--- config.mk ---
export PLATFORM = sky130hd
export DESIGN_NAME = rvq_rdiv
export DESIGN_NICKNAME = d
export VERILOG_FILES = /design/src/hdl/rvq_rdiv.sv
export SDC_FILE = /design/constraint.sdc
export NUM_CORES = 2
export LEC_CHECK = 0
export ABC_AREA = 0
export BUFFER_PORTS_ARGS = -buffer_cell sky130_fd_sc_hd__buf_2
export CAP_MARGIN = 0
export CELL_PAD_IN_SITES_DETAIL_PLACEMENT = 1
export CELL_PAD_IN_SITES_GLOBAL_PLACEMENT = 2
export CORE_MARGIN = 1
export CORE_UTILIZATION = 34
export DETAILED_ROUTE_END_ITERATION = 10
export GPL_TIMING_DRIVEN = 1
export HOLD_SLACK_MARGIN = 0.03
export PLACE_DENSITY_LB_ADDON = 0.1
export SLEW_MARGIN = 25
export SYNTH_ARGS = -nofsm -noshare
export SYNTH_HDL_FRONTEND = slang
export SYNTH_SLANG_ARGS = --single-unit
--- constraint.sdc ---
create_clock -name clk -period 3.7 [get_ports clk]
set_input_delay 0.37 -clock clk [delete_from_list [all_inputs] [get_ports clk]]
set_output_delay 0.37 -clock clk [all_outputs]
set_load 0.1 [all_outputs]
--- src/hdl/rvq_rdiv.sv ---
// Pipelined restoring divider, one quotient bit per stage, with overflow flag.
module rvq_rdiv #(
  parameter int NW  = 50,
  parameter int DW  = 36,
  parameter int QBW = 16,
  parameter int SBW = 1
) (
  input  logic           clk,
  input  logic           rst,
  input  logic           en,
  input  logic           in_vld,
  input  logic [NW-1:0]  num,
  input  logic [DW-1:0]  den,
  input  logic [SBW-1:0] in_sb,
  output logic           out_vld,
  output logic [QBW-1:0] quo,
  output logic           ovf,
  output logic [SBW-1:0] out_sb
);
  localparam int RW = (NW > DW + QBW) ? NW : DW + QBW;

  logic [RW-1:0]  rem [QBW+1];
  logic [DW-1:0]  dd  [QBW+1];
  logic [QBW-1:0] qv  [QBW+1];
  logic           of  [QBW+1];
  logic [SBW-1:0] sb  [QBW+1];
  logic [QBW:0]   vp;

  always_ff @(posedge clk) begin
    if (rst) begin
      vp <= '0;
    end else if (en) begin
      vp <= {vp[QBW-1:0], in_vld};
    end
  end

  always_ff @(posedge clk) begin
    if (en) begin
      rem[0] <= RW'(num);
      dd[0]  <= den;
      qv[0]  <= '0;
      of[0]  <= (RW+1)'(num) >= ((RW+1)'(den) << QBW);
      sb[0]  <= in_sb;
    end
  end

  for (genvar j = 1; j <= QBW; j++) begin : g_bit
    logic [RW:0] trial;
    assign trial = (RW+1)'(dd[j-1]) << (QBW - j);
    always_ff @(posedge clk) begin
      if (en) begin
        dd[j] <= dd[j-1];
        of[j] <= of[j-1];
        sb[j] <= sb[j-1];
        if ({1'b0, rem[j-1]} >= trial) begin
          rem[j] <= RW'({1'b0, rem[j-1]} - trial);
          qv[j]  <= qv[j-1] | (QBW'(1) << (QBW - j));
        end else begin
          rem[j] <= rem[j-1];
          qv[j]  <= qv[j-1];
        end
      end
    end
  end

  assign out_vld = vp[QBW];
  assign quo     = qv[QBW];
  assign ovf     = of[QBW];
  assign out_sb  = sb[QBW];

endmodule

# ---- After elaboration in Yosys (flattened, before gate mapping)
# Memories as Yosys holds them, arrays and structs flattened.
# Cells that the tools add are included.
dict set report classes {
  n_reduce_logical 0
  shifts 0
  mul 0
  eq_ne 0
  n_lt_le_gt_ge 17
  div_mod_pow 0
  mux 130
  n_bitwise 32
  add_sub_neg 16
}
# operator count
set op_table {}
lappend op_table {{$mux 52} 16}
lappend op_table {{$mux 16} 16}
lappend op_table {{$mux 1} 98}
lappend op_table {{$ge 50x52->1} 1}
lappend op_table {{$ge 52x36->1} 1}
lappend op_table {{$ge 52x37->1} 1}
lappend op_table {{$ge 52x38->1} 1}
lappend op_table {{$ge 52x39->1} 1}
lappend op_table {{$ge 52x40->1} 1}
lappend op_table {{$ge 52x41->1} 1}
lappend op_table {{$ge 52x42->1} 1}
lappend op_table {{$ge 52x43->1} 1}
lappend op_table {{$ge 52x44->1} 1}
lappend op_table {{$ge 52x45->1} 1}
lappend op_table {{$ge 52x46->1} 1}
lappend op_table {{$ge 52x47->1} 1}
lappend op_table {{$ge 52x48->1} 1}
lappend op_table {{$ge 52x49->1} 1}
lappend op_table {{$ge 52x50->1} 1}
lappend op_table {{$ge 52x51->1} 1}
lappend op_table {{$sub 52x36->52} 1}
lappend op_table {{$sub 52x37->52} 1}
lappend op_table {{$sub 52x38->52} 1}
lappend op_table {{$sub 52x39->52} 1}
lappend op_table {{other kinds (13)} 44}
dict set report word_totals {
  latchBits 0
  n_memories 5
  in_bits 91
  ff_bits 17
  word_cells 201
  mem_bits_rw 1802
  output_inout_bits 19
  romBits 0
}
# memory words word_bits read_ports rd_ports_with_merged_regs wr line
set mem_list {}
lappend mem_list {rem 17 52 16 0 17 22} ;# logic [RW-1:0] rem [QBW+1];
lappend mem_list {dd 17 36 16 0 17 23} ;# logic [DW-1:0] dd [QBW+1];
lappend mem_list {qv 17 16 17 0 17 24} ;# logic [QBW-1:0] qv [QBW+1];
lappend mem_list {of 17 1 17 0 17 25} ;# logic of [QBW+1];
lappend mem_list {sb 17 1 17 0 17 26} ;# logic [SBW-1:0] sb [QBW+1];

# ---- Logic depth before layout (Yosys ltp)
# An unclocked memory read counts as a cell.
dict set report logic_depth {
  depth_word 6
  ltp_mapped 17
  depth_no_buf 15
}

# ---- Worst setup path before layout
# Ideal clock, no wire load.
dict set report synth_timing {
  path_type {reg2reg}
  start {memory rem[13][2] in the netlist's numbering}
  end {memory rem[14][15] in the netlist's numbering, data pin}
  required_time_ps 3440
  setup_time_ps 260
  n_path_buf 1
  stages_incl_launch_ff 16
  setup_slack_ps 217
  synth_period_minus_slack_ps 3483
  t_arrival_ps 3223
  path_cell_list {edfxtp_1 inv_1 ha_1 inv_1 fa_1 a21o_1 a21oi_1 o21ai_0 a2bb2oi_1 o21ai_2 a41oi_1 a21oi_1 a21o_1 a21oi_2 buf_2 mux2_2}
}
# item line
set synth_lines {}
lappend synth_lines {{start, declared} 22}

==> impl.org <==
** Routing
- Wire length reported by the detailed router :: 265000 µm
- Pre-antenna DRT Iters :: 5
- The detail route stage leaves a number of antenna-violating nets equal to 0.
- For this block, the via count after detailed routing is 66826.
- DR iter-0 viols :: 2120
- Number of vias per cell after detailed routing :: 4.97
- In the final routed layout, each cell accounts on average for ~20 µm.
- Number of design rule violations left after detail routing :: 0

** STA
- Total of endpoints with negative setup slack in the final report :: 7
- Maximum clock skew at final layout :: 0.0648 ns
- Unrepaired setup endpoints after global routing :: yes
- Fin. max-slew vios :: 0
- Hold Fails Final Rpt :: 0
- In the finished design, the share of the clock period the worst path needs comes to 1.02.
- Subtracting the final worst setup slack from the clock period gives 3.78 ns.
- Least-Margin Pin Slew :: 0.966 ns
- Least setup slack across all paths after layout :: -0.0819 ns
- Worst slew margin relative to its limit :: 0.356
- Maximum clock rate :: 0.264 GHz
- Worst Hold Slack :: 0.212 ns

** Outcome
- The final reports fail on negative setup slack.
- Status :: finished, violations left

** Finish
- Final nets :: approximately 10000
- After routing the design area is ~110000 µm².
- After filler insertion, the fill cell instance count of the layout stands at 28595.
- Compared with the post-synthesis result, the final layout area differs by 26.5%.
- Fraction of the core area covered by cells at the end of the flow :: 0.434
- Of the cells placed in the final design, the portion with a size suffix greater than 1 is 0.217.

** Pwr
- Summed over all cells, the static leakage comes to 46.6 nW.
- Across the VDD grid, the largest voltage drop is approximately 0.40 mV.
- Overall power consumption :: just under 0.09 W
- Areal power density over the cells :: 762 nW/µm²

** Floorplan
- Overall die area :: around 270000 µm²
- The floorplan step set the die height to 517 µm.
- The initial utilization of the core area, before any placement, comes to 0.343.
- In this run the horizontal extent of the chip is 517 µm.
- # rows :: about 190
- The core region is approximately 260000 µm².
- 110 I/O pins were placed.

** Setup path
- Together, buffers and inverters on the worst path number 2.
- Start of the worst register-to-register path :: rem[9][6]
- The worst setup path is captured at a flop.
- STA puts the critical path data required time at 4.29 ns.
- Of all nets on the critical path, the largest fanout is 3.
- STA classifies the critical path startpoint as a flop.
- Cell chain of the critical path :: inv_1 -> ha_2 -> inv_2 -> fa_2 -> a21o_1 -> a21oi_2 -> o211ai_1 -> a21boi_2 -> o21ai_2 -> a221o_1 -> o22a_2 -> a41o_1 -> or3_4 -> nor2_4 -> xor2_1
- CP Launch Point :: rem[9][6]
- Critical Path Max Stage Delay :: 0.40 ns
- The slowest stage of the critical path is the sky130_fd_sc_hd__edfxtp_1 cell.
- The kind of cell with the highest combined delay along the critical path is compound AO/OA/AOI/OAI gates.
- Worst setup path class :: reg -> reg
- At the worst endpoint, the arrival time is ~4.4 ns.

** Yosys
- The largest total area in the synthesized netlist belongs to sky130_fd_sc_hd__edfxtp_1.
- The share of synthesized area in the top cell type comes to 0.525.
- For this run, the leading register cell type out of synthesis is sky130_fd_sc_hd__edfxtp_1.
- Synthesis warning total :: 0
- Seq/Total Area, Yosys :: 0.529
- Count leader, synth :: sky130_fd_sc_hd__edfxtp_1
- Dominant cells by area after synthesis :: sky130_fd_sc_hd__edfxtp_1 (53%), sky130_fd_sc_hd__ha_1 (8.5%), sky130_fd_sc_hd__o21ai_0 (3.7%), sky130_fd_sc_hd__a21oi_1 (3.7%), sky130_fd_sc_hd__inv_1 (3.2%)
- Counting flops with an async set or reset pin after synthesis yields a share of 0.
- Net count after synthesis :: between 9000 and 10000
- The average instance in the mapped netlist occupies 10.8 µm².
- Synthesized flop and latch total :: 1593
- Area of the mapped netlist :: 90100 µm²
- Number of instances in the synthesized netlist :: 8377
- Commonest cells in the netlist :: sky130_fd_sc_hd__edfxtp_1 (1576), sky130_fd_sc_hd__inv_1 (771), sky130_fd_sc_hd__nand2_1 (771)
- Counting flops with a built-in enable in the synthesized netlist gives 1576.
- Number of different library cells in the post-synthesis netlist :: 108

** Global route
- The first global-routing pass estimated 403000 µm of wire.
- For this run, the total global-route usage over all layers was measured as 0.194.
- Overflow left after global routing :: 0
- Via count of the first global-routing pass :: 73340
- Pin count of the biggest net entering global routing :: approximately 160
- The initial antenna violation count was 5.

** Run
- The tool flagged a number of max-cap violations equal to 0.

** Placed design
- Final GP Congestion :: 0.932
- Worst slack, placed :: -0.676 ns
- The wire-length estimate of the detail-placed layout is 208000 µm.
- IO Port Bufs :: between 100 and 150
- Area post-placement :: 103000 µm²

** Clock network
- Clock root buffer master :: sky130_fd_sc_hd__clkbuf_16
- Clock sink count :: 1593
- Total clock buffers created by CTS :: 204
- TritonCTS built the clock tree.
- After clock tree synthesis, the clock-pin slew on the worst setup and hold paths is 0.06 ns.
- Bufs on Longest Clock Path :: 4
- Maximum level of the CTS H-tree :: 4
- Worst skew pair latency :: 0.88 ns

** Min path
- Type of the worst min-delay path :: in -> reg
- The worst hold path begins at den[16].
==> timing repair <==
item                       in CTS  in global routing
hold endpoints to repair      130                  0
buffers inserted               33                 71
resized for setup             169                433
pin swaps                      83                210
gates cloned                    8                 12
hold buffers                   91                  0
setup endpoints to repair     502                404
==> area by class of cell <==
class                   count  area (µm²)  area share
repair buffers           1435       11900       0.104
clock inverters           114        1150      0.0101
inverters                 774        2920      0.0256
multi-input cells        5745       40600       0.356
well taps                3515        4400      0.0386
clock buffers             254        5410      0.0474
diodes                      9        22.5    0.000197
flip-flops and latches   1593       47700       0.418
==> flip-flops by register name, summed over array words and instances, names as in the netlist <==
| register | count |
|---|---|
| of | 17 |
| vp | 17 |
| qv | 136 |
| dd | 576 |
| sb | 17 |
| rem | 830 |
==> final timing paths <==
path,cells past startpoint,endpoint,slack (ns)
worst min register to register,0,of[0][10],0.39
worst max register to register,15,rem[10][50],-0.08
worst max-delay path,15,rem[10][50],-0.08
worst min-delay path,2,dd[0][16],0.21
==> stage by stage <==
step,setup TNS (ns),instances
2_1_floorplan,0,8377
6_report,-0.338,13439
3_3_place_gp,-34.78,12858
5_1_grt,-7.04,13439
3_5_place_dp,-53.56,12858
4_1_cts,-0.262,13355
==> routing by layer <==
metal / track usage / vias up / part of all wire
met4: 0.118 / 0 / 0.070
met1: 0.172 / 32054 / 0.33
met5: 0 / - / 0
met3: 0.0228 / 614 / 0.022
li1: - / 33298 / -
met2: 0.405 / 860 / 0.57
==> report_power, final <==
part	internal (W)	leakage (nW)	switching, W	total [W]
combinational	0.0180	28.0	0.0213	0.0393
sequential	0.0256	15.4	0.00252	0.0281
clock	0.0118	3.19	0.00767	0.0195
==> logic make-up after synthesis <==
group	synth area share
muxes	0.0121
AOI/OAI and AO/OA	0.157
xor gates and xnor gates	0.0551
buffers and inverters	0.0441
DFF	0.529
and+or+nand+nor	0.115
adders and majority gates	0.0879
==> cells in the final DEF, fill, tap and decap left out, types with 80 or more instances in the layout <==
cell / instances
sky130_fd_sc_hd__edfxtp_1: 1576
sky130_fd_sc_hd__buf_4: 1128
sky130_fd_sc_hd__inv_1: 757
sky130_fd_sc_hd__nand2_1: 751
sky130_fd_sc_hd__a21oi_1: 614
sky130_fd_sc_hd__ha_1: 588
sky130_fd_sc_hd__o21ai_0: 575
sky130_fd_sc_hd__nor2_1: 482
sky130_fd_sc_hd__a21o_1: 355
sky130_fd_sc_hd__xnor2_1: 307
sky130_fd_sc_hd__xor2_1: 259
sky130_fd_sc_hd__clkbuf_16: 220
sky130_fd_sc_hd__nand3_1: 136
sky130_fd_sc_hd__nand4_1: 131
sky130_fd_sc_hd__nor3_1: 115
sky130_fd_sc_hd__buf_2: 108
sky130_fd_sc_hd__dlygate4sd3_1: 91
sky130_fd_sc_hd__nor2b_1: 88
sky130_fd_sc_hd__nand2b_1: 86
sky130_fd_sc_hd__o21ai_2: 80
Power figures use the tool's default switching activity.
